[config.mk]
export PLATFORM = sky130hd
export DESIGN_NAME = ssm_cell
export DESIGN_NICKNAME = d
export VERILOG_FILES = /design/src/design/ssm_pkg.sv /design/src/design/ssm_cell.sv
export SDC_FILE = /design/constraint.sdc
export NUM_CORES = 1
export LEC_CHECK = 0
export BUFFER_PORTS_ARGS = -buffer_cell sky130_fd_sc_hd__buf_2
export CAP_MARGIN = 20
export CORE_AREA = 2 2 100 102
export DETAILED_ROUTE_END_ITERATION = 10
export DIE_AREA = 0 0 102 104
export MAX_ROUTING_LAYER = met4
export PLACE_DENSITY = 0.51
export SYNTH_ARGS = -nofsm -noshare
export SYNTH_HDL_FRONTEND = slang
export SYNTH_SLANG_ARGS = --single-unit
[constraint.sdc]
create_clock -name clk_i -period 5.9 [get_ports clk_i]
set_clock_uncertainty 0.1 [all_clocks]
set_input_delay 0.295 -clock clk_i [delete_from_list [all_inputs] [get_ports clk_i]]
set_output_delay 0.295 -clock clk_i [all_outputs]
set_load 0.02 [all_outputs]
[src/design/ssm_pkg.sv]
// ssm_pkg: shared constants and types of the sorted set membership block
// used by ssm_cell and sorted_set_membership; no dependencies
`timescale 1ns / 1ps

package ssm_pkg;

  // default table depth and fixed field widths
  localparam int unsigned DefCapacity = 64;
  localparam int unsigned ValueW      = 32;
  localparam int unsigned ReqW        = 2;
  localparam int unsigned CountOutW   = 7;
  localparam int unsigned OutDataW    = 16;

  // request kinds; the fourth code changes nothing but still gets an answer word
  typedef enum logic [ReqW-1:0] {
    REQ_LOAD  = 2'd0,
    REQ_QUERY = 2'd1,
    REQ_CLEAR = 2'd2
  } ssm_req_e;

  // broadcast from the control to every cell
  typedef struct packed {
    logic              load;
    logic              query;
    logic [ValueW-1:0] value;
  } ssm_bcast_t;

  // what a cell hands to its right-hand neighbour
  typedef struct packed {
    logic              occ;
    logic              gt;
    logic [ValueW-1:0] data;
  } ssm_link_t;

endpackage

[src/design/ssm_cell.sv]
// ssm_cell: one slot of the sorted chain, holds one entry
// depends on ssm_pkg
`timescale 1ns / 1ps

module ssm_cell
  import ssm_pkg::*;
(
  input  logic       clk_i,
  input  logic       rst_ni,
  input  ssm_bcast_t bcast_i,
  input  logic       occ_i,
  input  ssm_link_t  prev_i,
  output ssm_link_t  next_o,
  output logic       match_o
);

  logic [ValueW-1:0] data_q, data_d;
  logic              match_q;
  logic              gt;
  logic              take_prev;
  logic              take_new;

  // entry lies above the broadcast value
  assign gt = occ_i && ($signed(data_q) > $signed(bcast_i.value));

  // shift right behind a larger neighbour, or take the new value at its place
  assign take_prev = bcast_i.load && prev_i.gt;
  assign take_new  = bcast_i.load && !prev_i.gt && prev_i.occ && (gt || !occ_i);

  always_comb begin
    data_d = data_q;
    if (take_prev) begin
      data_d = prev_i.data;
    end else if (take_new) begin
      data_d = bcast_i.value;
    end
  end

  always_ff @(posedge clk_i) begin
    data_q <= data_d;
  end

  // per-slot key compare, registered and held until the next query
  always_ff @(posedge clk_i or negedge rst_ni) begin
    if (!rst_ni) begin
      match_q <= 1'b0;
    end else if (bcast_i.query) begin
      match_q <= occ_i && (data_q == bcast_i.value);
    end
  end

  assign next_o.occ  = occ_i;
  assign next_o.gt   = gt;
  assign next_o.data = data_q;
  assign match_o     = match_q;

endmodule

## After elaboration in Yosys (flattened, before gate mapping)

Index checks and enable logic that the tools add are counted.

| word-level totals | value |
|---|---|
| output and inout bits | 35 |
| flip-flop bits (word level) | 33 |
| input port bits | 71 |
| word-level logic and storage cells | 16 |

| cells by class | value |
|---|---|
| reductions and logical operators | 10 |
| muxes and demuxes | 2 |
| eq/ne operators | 1 |
| order comparisons | 1 |

Operators with widths:

| operator | count |
|---|---|
| $mux W32 | 2 |
| $eq A32 B32 Y1 | 1 |
| $gt A32 B32 Y1 | 1 |
| $logic_and A1 B1 Y1 | 6 |
| $logic_not A1 Y1 | 2 |
| $reduce_bool A2 Y1 | 1 |
| $logic_or A1 B1 Y1 | 1 |

## Logic depth before layout (Yosys ltp)

Gate-level depths: netlist of run 1.

| logic depth | value |
|---|---|
| depth after elaboration | 6 |
| mapped depth | 9 |

## Least setup slack after synthesis of run 1

No wires, ideal clock.

| path | value |
|---|---|
| path kind | register to register |
| from | register data_q[31] |
| to | register data_q[0] (enable) |
| arrival time | 4.087 ns |
| path buffers | 0 |
| slack | 1.243 ns |
| cell stages (with the launch flop) | 8 |
| path through | edfxtp_1 > ha_1 > a21oi_2 > o21ai_2 > a2111oi_2 > and3_1 > nor3_1 > o31ai_1 |

| between the ends | value |
|---|---|
| cells in the longest elaborated chain, start to end | 5 |

Ends and longest elaborated chain:

| item | line | RTL |
|---|---|---|
| start: declaration | ssm_cell.sv:17 | `logic [ValueW-1:0] data_q, data_d;` |
| start signal: assignment | ssm_cell.sv:40 | `data_q <= data_d;` |
| $gt A32 B32 Y1 | ssm_cell.sv:24 | `assign gt = occ_i && ($signed(data_q) > $signed(bcast_i.value));` |
| $logic_and A1 B1 Y1 | ssm_cell.sv:24 |  |
| $logic_or A1 B1 Y1 | ssm_cell.sv:28 | `assign take_new = bcast_i.load && !prev_i.gt && prev_i.occ && (gt \|\| !occ_i);` |
| $logic_and A1 B1 Y1 | ssm_cell.sv:28 |  |
| $reduce_bool A2 Y1 (no line) | -- |  |

No other way between the ends.
A chain may end at the register's enable or synchronous reset.

## Final worst setup path of run 1

| path | value |
|---|---|
| from | register data_q[11] |
| to | register data_q[3] (enable) |

The elaborated chain is that of the path after synthesis.

==> out/qor.yml, run 1 <==
dieArea_um2: 10600
synth-compound-area-share_pct: 8.79
synthSimpleGateAreaFrac_pct: 7.98
synth-edff-count: 32
diodes: 0
clk_path_buf_depth: 2
p_sw_mw: 0.214
tritoncts: "done"
synth_mux_area_share_pct: 15.6
initial_utilization_pct: 24.1
r2r-start: "data_q[11]"
ys.flop_type: "edfxtp_1"
layout_commonest_cell: "buf_2"
synth-seq-cells: 33
drive_gt1_share_pct: 44.8
num_io_pins: 106
worst_ep_arrival_time_ns: 3.10
core_area_um2: 9550
async_flop_share_pct: 3.03
finalCritPeriodShare_pct: 55.0
post-route-util_pct: 32.6
die_h_um: 104
slew_viol_final: 0
tightest_slew_ns: 0.607
p_per_area_nw_per_um2: 229
hp-class: "input pin to register"
fmax_mhz: 308
initialDrtViolationCount: 46
endpoint: "data_q[3]"
syn_nets: 307
grt_use_met3_pct: 2.55
routabilityCongestion: 0.813
vias_per_cell: 4.14
clkSlewWorstSetupHoldPaths_ns: 0.08
clkPwrFrac_pct: 29.5
antenna_found_initial: 0
syn_area_um2: 2310
ys.warnings.count: 0
postSynthCellCount: 204
end_kind: "register"
vias: 1856
dp_hpwl_um: 4600
power.internal_mw: 0.497
use_met1_pct: 13.7
finalSetupViolCount: 0
regToRegSetupSlack_ns: 2.65
avgSynthCellArea_um2: 11.3
rsz0062_at_grt: "no"
crit_fanout: 22
grt_pass1_vias: 1944
grt.met2_usage_pct: 18.8
synth_fa_ha_area_share_pct: 17.4
critPathKind: "register to register"
crit_required_ns: 5.75
hold_violations: 0
comb_power_share_pct: 28.1
yosysSeqAreaShare_pct: 42.8
fillCellCount: 1029
max-cap-violations: 0
cts_setup_buffers: 0
drc_errors: 0
r2r_cells: 8
tns_ns: 0
io_buffers: 105
start_kind: "register"
synth_xor_area_share_pct: 0
p_leak_nw: 1.51
cts_root_buf: "clkbuf_8"
cts_buffers: 5
insertion_delay_ns: 0.28
fp.dieW_um: 102
wirelength_um: 5630
synth_cell_types: 34
crit_start: "data_q[11]"
htree_levels: 2
maxSlewHeadroom_pct: 59.5
vdd_drop_max_v: 0.0000878
grt_overflow: 0
clock-sinks: 33
final_nets: 417
r2r-end: "data_q[3]"
syn2layout_area_growth_pct: 34.8
postRouteAntennaNets: 0
row_count: 36
multi_input_area_um2: 1160
status: "finished, final reports clean"
grt_pass1_wl_um: 9090
grt_max_degree: 34
drt_pre_antenna_iters: 4
synth_top_family_by_area: "adder cells"
seqPwrFrac_pct: 42.4
wire_per_inst_um: 12.6
fin_crit_ns: 3.25
sw_frac_of_total_pct: 30.1
layout_common_cells: "105 x buf_2, 37 x inv_1, 32 x ha_1, 32 x edfxtp_1, 20 x mux2_2"
grt.busiest_layer: "met2"
register_area_um2: 986
grtUsageTotal_pct: 11.2
[power by group through the flow]
stage                     Sequential (mW)  Clock, mW  Combinational [mW]
after floorplan                     0.335          0              0.0971
after global placement              0.306          0               0.201
after detailed placement            0.307          0               0.203
after CTS                           0.302      0.220               0.204
after global routing                0.304      0.231               0.224
final                               0.301      0.210               0.200
[Yosys cell counts (3+ instances only)]
| master | instances | area [um2] |
|---|---|---|
| mux2_1 | 12 | 135 |
| nand3_1 | 3 | 15.0 |
| nor2_1 | 5 | 18.8 |
| ha_1 | 32 | 400 |
| inv_1 | 37 | 139 |
| mux2_2 | 20 | 225 |
| o21ai_1 | 6 | 30.0 |
| edfxtp_1 | 32 | 961 |
| nand4_1 | 5 | 31.3 |
| nand2_1 | 10 | 37.5 |
| a21oi_1 | 12 | 60.1 |
[repair_timing]
action / 4_1_cts / 5_1_grt
resized for setup: 0 / 0
endpoints found under the hold margin: 1 / 0
hold buffers: 1 / 0
setup endpoints to repair: 0 / 0
[final cells by class]
type | instances | area share (%)
clock inverters | 2 | 1.09
well taps | 133 | 5.35
multi-input cells | 129 | 37.3
inverters | 37 | 4.47
clock buffers | 6 | 2.33
repair buffers | 108 | 17.7
flip-flops and latches | 33 | 31.7
[registers in the layout (all words and copies together) (netlist names)]
register  flops
data_q       32
match_o       1
[cell families (layout without fill, tap and decap cells)]
group	after synthesis	count (layout)
buffers and inverters	42	153
muxes	32	32
and+or+nand+nor	34	34
adders and majority gates	32	32
DFF	33	33
AOI/OAI and AO/OA	31	31
[layer usage]
layer	wire length (um)	vias to the layer above
met5	0	-
met4	4	0
met3	279	2
met2	2760	59
met1	2580	834
li1	-	961
[worst min path at each step]
| stage | slack (ns) | cells past startpoint | end | startpoint |
|---|---|---|---|---|
| 3_3_place_gp | -0.03 | 1 | match_o | rst_ni |
| 2_1_floorplan | -0.10 | 0 | match_o | rst_ni |
| 4_1_cts | 0.08 | 2 | match_o | bcast_i[32] |
| 6_report | 0.09 | 2 | match_o | bcast_i[32] |
| 5_1_grt | 0.09 | 2 | match_o | bcast_i[32] |
| 3_5_place_dp | -0.03 | 1 | match_o | rst_ni |
[through the flow]
stage | power (mW) | instances | hold WS [ns] | worst slack, ns | area [um2]
6_report | 0.711 | 448 | 0.0889 | 2.65 | 3110
5_1_grt | 0.759 | 448 | 0.0870 | 2.37 | 3110
4_1_cts | 0.726 | 448 | 0.0783 | 2.53 | 3110
3_5_place_dp | 0.509 | 439 | -0.0296 | 2.53 | 2990
3_3_place_gp | 0.506 | 439 | -0.0293 | 2.55 | 2990
2_1_floorplan | 0.432 | 204 | -0.101 | 1.24 | 2310
[worst max-delay path: stages, from the launching register on]
cell,delay [ns]
edfxtp_1,0.39
ha_1,0.33
nand4_1,0.20
nor4_2,0.39
o21ai_1,0.16
o211ai_1,0.16
a2111oi_2,0.14
o31ai_4,0.59
buf_4,0.43
Power figures use the tool's default switching activity.
==> inputs of run 2 (changes only) <==
clock period = 3.3 ns   (was 5.9 ns; I/O delays follow)
==> out/qor.yml, run 2 (same netlist as run 1, synthesis figures left out) <==
status: "finished, final reports clean"  # unchanged
drt_pre_antenna_iters: 4  # unchanged
r2r_cells: 8  # unchanged
cts_root_buf: "clkbuf_8"  # unchanged
fp.dieW_um: 102  # unchanged
max-cap-violations: 0  # unchanged
syn2layout_area_growth_pct: 34.6  # was 34.8%
slew_viol_final: 0  # unchanged
fmax_mhz: 346
drive_gt1_share_pct: 44.8  # about the same
final_nets: 420  # was 417
finalSetupViolCount: 0  # unchanged
p_per_area_nw_per_um2: 384  # was 229 nW/um2
finalCritPeriodShare_pct: 87.5
dieArea_um2: 10600  # unchanged
dp.cells: 441  # was 439
row_count: 36  # unchanged
clkSlewWorstSetupHoldPaths_ns: 0.07  # was 0.08 ns
wirelength_um: 5700  # was 5630 um
dp_hpwl_um: 4750  # was 4600 um
crit_family: "simple AND/OR/NAND/NOR gates"  # was compound AO/OA/AOI/OAI gates
post-route-util_pct: 32.5  # was 32.6%
cts_buffers: 5  # unchanged
layout.cells.non_filler: 450  # was 448
critical_path.cell_chain: "ha_1 > nand4_1 > nor4_2 > o21ai_1 > and3_1 > nor3_1 > nor3_1 > buf_2"  # was ha_1 > nand4_1 > nor4_2 > o21ai_1 > o211ai_1 > a2111oi_2 > o31ai_4 > buf_4
die_h_um: 104  # unchanged
worst_ep_arrival_time_ns: 2.62  # was 3.10 ns
crit_required_ns: 3.03  # was 5.75 ns
rsz0062_at_grt: "no"  # unchanged
hp-class: "input pin to register"  # unchanged
clock-sinks: 33  # unchanged
layout_commonest_cell: "buf_2"  # unchanged
critPathKind: "register to output port"  # was register to register
crit_slowest_cell: "edfxtp_1"  # was o31ai_4
end_kind: "output port"  # was register
antenna_found_initial: 0  # unchanged
routabilityCongestion: 0.722  # was 0.813
largest_register_ffs: 32  # unchanged
htree_levels: 2  # unchanged
initial_utilization_pct: 24.1  # unchanged
num_io_pins: 106  # unchanged
start_kind: "register"  # unchanged
insertion_delay_ns: 0.28  # about the same
wire_per_inst_um: 12.7  # was 12.6 um
fin_crit_ns: 2.89
hold_depth: 3  # was 2
layout_common_cells: "105 x buf_2, 37 x inv_1, 32 x ha_1, 32 x edfxtp_1, 20 x mux2_2"  # unchanged
p_leak_nw: 1.51  # about the same
diodes: 0  # unchanged
crit_buf_inv: 1  # unchanged
largest-register: "data_q"  # unchanged
vdd_drop_max_v: 0.000130  # was 0.0000878 V
core_area_um2: 9550  # unchanged
io_buffers: 105  # unchanged
postRouteAntennaNets: 0  # unchanged
drc_errors: 0  # unchanged
slowest_delay_ns: 0.40  # was 0.59 ns
cp.depth: 8  # unchanged
grt_pass1_wl_um: 9190  # was 9090 um
clk_path_buf_depth: 2  # unchanged
grt_overflow: 0  # unchanged
vias: 1860  # was 1856
initialDrtViolationCount: 55  # was 46
vias_per_cell: 4.13  # was 4.14
hold_violations: 0  # unchanged
tritoncts: "done"  # unchanged
crit_fanout: 3  # was 22
maxSlewHeadroom_pct: 65.1  # was 59.5%
grt_max_degree: 23  # was 34
crit_top_cell: "nor3_1"
grtUsageTotal_pct: 11.4  # was 11.2%
tightest_slew_ns: 0.522  # was 0.607 ns
grt_pass1_vias: 1978  # was 1944
tns_ns: 0  # unchanged
## run 2: changes by cell type in the layout (fill, tap and decap cells not counted)
cell | before | now
buf_4 | 2 | 4
bufinv_16 | 1 | 0
dlygate4sd3_1 | 1 | 2
## run 2: final cells by class
type,instances,area [um2]
sequential,33,986
fill,1027,6440
multi-input combinational,129,1160
tap,133,166
clock inverter,1,3.75
inverter,37,139
timing repair buffer,111,576
clock buffer,6,72.6
## run 2: timing repair
item	in CTS	in global routing
hold endpoints to repair	2	0
buffers inserted	0	0
hold buffers	2	0
resized for setup	0	0
## run 2: final timing paths
| path | from | slack [ns] | endpoint |
|---|---|---|---|
| worst max-delay path | data_q[11] | 0.41 | next_o[32] |
| min in group asynchronous | rst_ni | 0.09 | match_o |
| worst max register to register | data_q[11] | 0.49 | data_q[4] |
| worst min-delay path | occ_i | 0.06 | match_o |
| max in group asynchronous | rst_ni | 2.93 | match_o |
| worst min register to register | match_o | 0.42 | match_o |
## run 2: layer usage
metal / share of wire [%] / routed length, um / vias to the layer above / global-route usage (%)
li1: - / - / 963 / -
met1: 48 / 2750 / 830 / 15.1
met2: 46 / 2600 / 65 / 17.3
met3: 5.8 / 328 / 2 / 3.29
met4: 0.40 / 23 / 0 / 2.29
met5: 0 / 0 / - / -
## run 2: power by group
group / total, mW / internal, mW / leakage [nW] / switching, mW
clock: 0.293 / 0.142 / 0.0387 / 0.151
sequential: 0.536 / 0.515 / 0.324 / 0.0208
combinational: 0.362 / 0.153 / 1.15 / 0.208
total: 1.19 / 0.811 / 1.51 / 0.380
## run 2: per-stage QoR
stage | hold slack [ns] | setup slack [ns] | area, um2 | total power [mW]
global placement | -0.158 | 0.428 | 3010 | 0.907
finish | 0.0570 | 0.412 | 3100 | 1.19
floorplan | -0.231 | 0.213 | 2320 | 0.773
detailed placement | -0.159 | 0.443 | 3010 | 0.911
global route | 0.0511 | 0.218 | 3100 | 1.28
CTS | 0.0503 | 0.337 | 3100 | 1.21
## run 2: worst register-to-register path, stage by stage, from the launching register on
cell and delay, ns:
edfxtp_1 0.40, ha_1 0.33, nand4_1 0.20, nor4_2 0.39, o21ai_1 0.16, o211ai_1 0.15
a2111oi_2 0.14, o31ai_4 0.26, buf_4 0.36
==> inputs of run 3 (changes only) <==
CORE_AREA = 2 2 85 87   (was 2 2 100 102)
DIE_AREA = 0 0 87 89   (was 0 0 102 104)
PLACE_DENSITY = 0.65   (was 0.51)
==> out/qor.yml, run 3 (same netlist as run 1, synthesis figures left out) <==
start_kind: "register"  # unchanged
crit_fanout: 3  # unchanged
tightest_slew_ns: 0.593  # was 0.522 ns
grt_max_degree: 25  # was 23
hold_violations: 0  # unchanged
fin_crit_ns: 2.84  # was 2.89 ns
fp.dieW_um: 87  # was 102 um
clkSlewWorstSetupHoldPaths_ns: 0.07  # about the same
finalSetupViolCount: 0  # unchanged
cts_setup_buffers: 0  # unchanged
slowest_delay_ns: 0.39  # was 0.40 ns
grt_overflow: 0  # unchanged
largest_register_ffs: 32  # unchanged
p_leak_nw: 1.51  # about the same
die_h_um: 89  # was 104 um
antenna_found_initial: 0  # unchanged
crit_slowest_cell: "edfxtp_1"  # unchanged
htree_levels: 2  # unchanged
io_buffers: 105  # unchanged
layout_commonest_cell: "buf_2"  # unchanged
vdd_drop_max_v: 0.000233  # was 0.000130 V
fillCellCount: 655  # was 1027
clk_path_buf_depth: 2  # unchanged
wirelength_um: 5260  # was 5700 um
layout_common_cells: "105 x buf_2, 37 x inv_1, 32 x ha_1, 32 x edfxtp_1, 20 x mux2_2"  # unchanged
max-cap-violations: 0  # unchanged
layout.cells.non_filler: 398  # was 450
wire_per_inst_um: 13.2  # was 12.7 um
finalCritPeriodShare_pct: 86.0  # was 87.5%
worst_ep_arrival_time_ns: 2.57  # was 2.62 ns
crit_top_cell: "nor3_1"  # unchanged
num_io_pins: 106  # unchanged
vias_per_cell: 4.64  # was 4.13
critical_path.cell_chain: "ha_1 > nand4_1 > nor4_2 > o21ai_1 > and3_1 > nor3_1 > nor3_1 > buf_2"  # unchanged
cts_buffers: 5  # unchanged
dp.cells: 388  # was 441
rsz0062_at_grt: "no"  # unchanged
row_count: 30  # was 36
hp-class: "input pin to register"  # unchanged
grt_pass1_wl_um: 8270  # was 9190 um
tritoncts: "done"  # unchanged
drive_gt1_share_pct: 45.0  # was 44.8%
p_per_area_nw_per_um2: 389  # was 384 nW/um2
slew_viol_final: 0  # unchanged
clock-sinks: 33  # unchanged
dieArea_um2: 7740  # was 10600 um2
initial_utilization_pct: 34.3  # was 24.1%
routabilityCongestion: 0.804  # was 0.722
tns_ns: 0  # unchanged
multi_input_area_um2: 1160  # unchanged
maxSlewHeadroom_pct: 60.4  # was 65.1%
initialDrtViolationCount: 98  # was 55
dp_hpwl_um: 4450  # was 4750 um
drc_errors: 0  # unchanged
syn2layout_area_growth_pct: 32.0  # was 34.6%
drt_pre_antenna_iters: 4  # unchanged
largest-register: "data_q"  # unchanged
crit_required_ns: 3.03  # about the same
grt_pass1_vias: 1862  # was 1978
fmax_mhz: 352  # was 346 MHz
vias: 1847  # was 1860
postRouteAntennaNets: 0  # unchanged
core_area_um2: 6720  # was 9550 um2
register_area_um2: 986  # unchanged
insertion_delay_ns: 0.28  # about the same
cts_root_buf: "clkbuf_8"  # unchanged
crit_family: "simple AND/OR/NAND/NOR gates"  # unchanged
end_kind: "output port"  # unchanged
cts.repair.resized: 0  # unchanged
critPathKind: "register to output port"  # unchanged
status: "finished, final reports clean"  # unchanged
crit_buf_inv: 1  # unchanged
grtUsageTotal_pct: 14.2  # was 11.4%
diodes: 0  # unchanged
final_nets: 420  # unchanged
run 3: cell types whose count changed in the layout (fill, tap and decap cells not counted), sizes merged:
cell / before / now
clkinv: 1 / 3
clkbuf: 6 / 5
run 3: worst paths after layout:
check	slack, ns	from	to	depth (start not counted)
setup reg to reg	0.55	data_q[11]	data_q[27]	8
setup / recovery	0.46	data_q[11]	next_o[32]	8
max in group asynchronous	2.93	rst_ni	match_o	2
min in group asynchronous	0.09	rst_ni	match_o	2
hold / removal	0.06	occ_i	match_o	3
hold reg to reg	0.42	match_o	match_o	2
run 3: metrics by stage:
stage | setup slack [ns] | power, mW | hold WS, ns | area, um2 | util (%)
6_report | 0.463 | 1.18 | 0.0558 | 3040 | 45.3
5_1_grt | 0.228 | 1.26 | 0.0565 | 3040 | 45.3
4_1_cts | 0.436 | 1.20 | 0.0526 | 3040 | 45.3
3_5_place_dp | 0.487 | 0.907 | -0.158 | 2940 | 43.8
3_3_place_gp | 0.519 | 0.899 | -0.160 | 2940 | 43.8
2_1_floorplan | 0.213 | 0.773 | -0.231 | 2320 | -
run 3: power by group:
group / switching, mW / internal (mW) / leakage (nW) / total (mW)
clock: 0.146 / 0.142 / 0.0430 / 0.288
sequential: 0.0205 / 0.515 / 0.324 / 0.536
combinational: 0.206 / 0.153 / 1.15 / 0.359
run 3: timing repair:
action / CTS / global route
endpoints found under the setup margin: 0 / 0
endpoints found under the hold margin: 2 / 0
hold buffers: 2 / 0
run 3: layout make-up:
type | instances | area share (%)
multi-input cells | 129 | 38.2
flip-flops and latches | 33 | 32.4
repair buffers | 111 | 18.9
inverters | 37 | 4.56
well taps | 80 | 3.29
clock buffers | 5 | 2.26
clock inverters | 3 | 0.411
run 3: layer usage:
metal  wire length [um]  track usage, %  up-vias
met4                 49            3.84        0
li1                   -               -      963
met2               2490            22.8       64
met5                  0               -        -
met3                313            3.05        7
met1               2410            18.2      813
run 3: worst reg2reg max path, delay by kind of cell, from the launching register on:
kind	cells	cell delay, ns
AOI/OAI and AO/OA	4	0.68
and+or+nand+nor	2	0.58
DFF	1	0.39
buffers and inverters	1	0.34
adders and majority gates	1	0.33
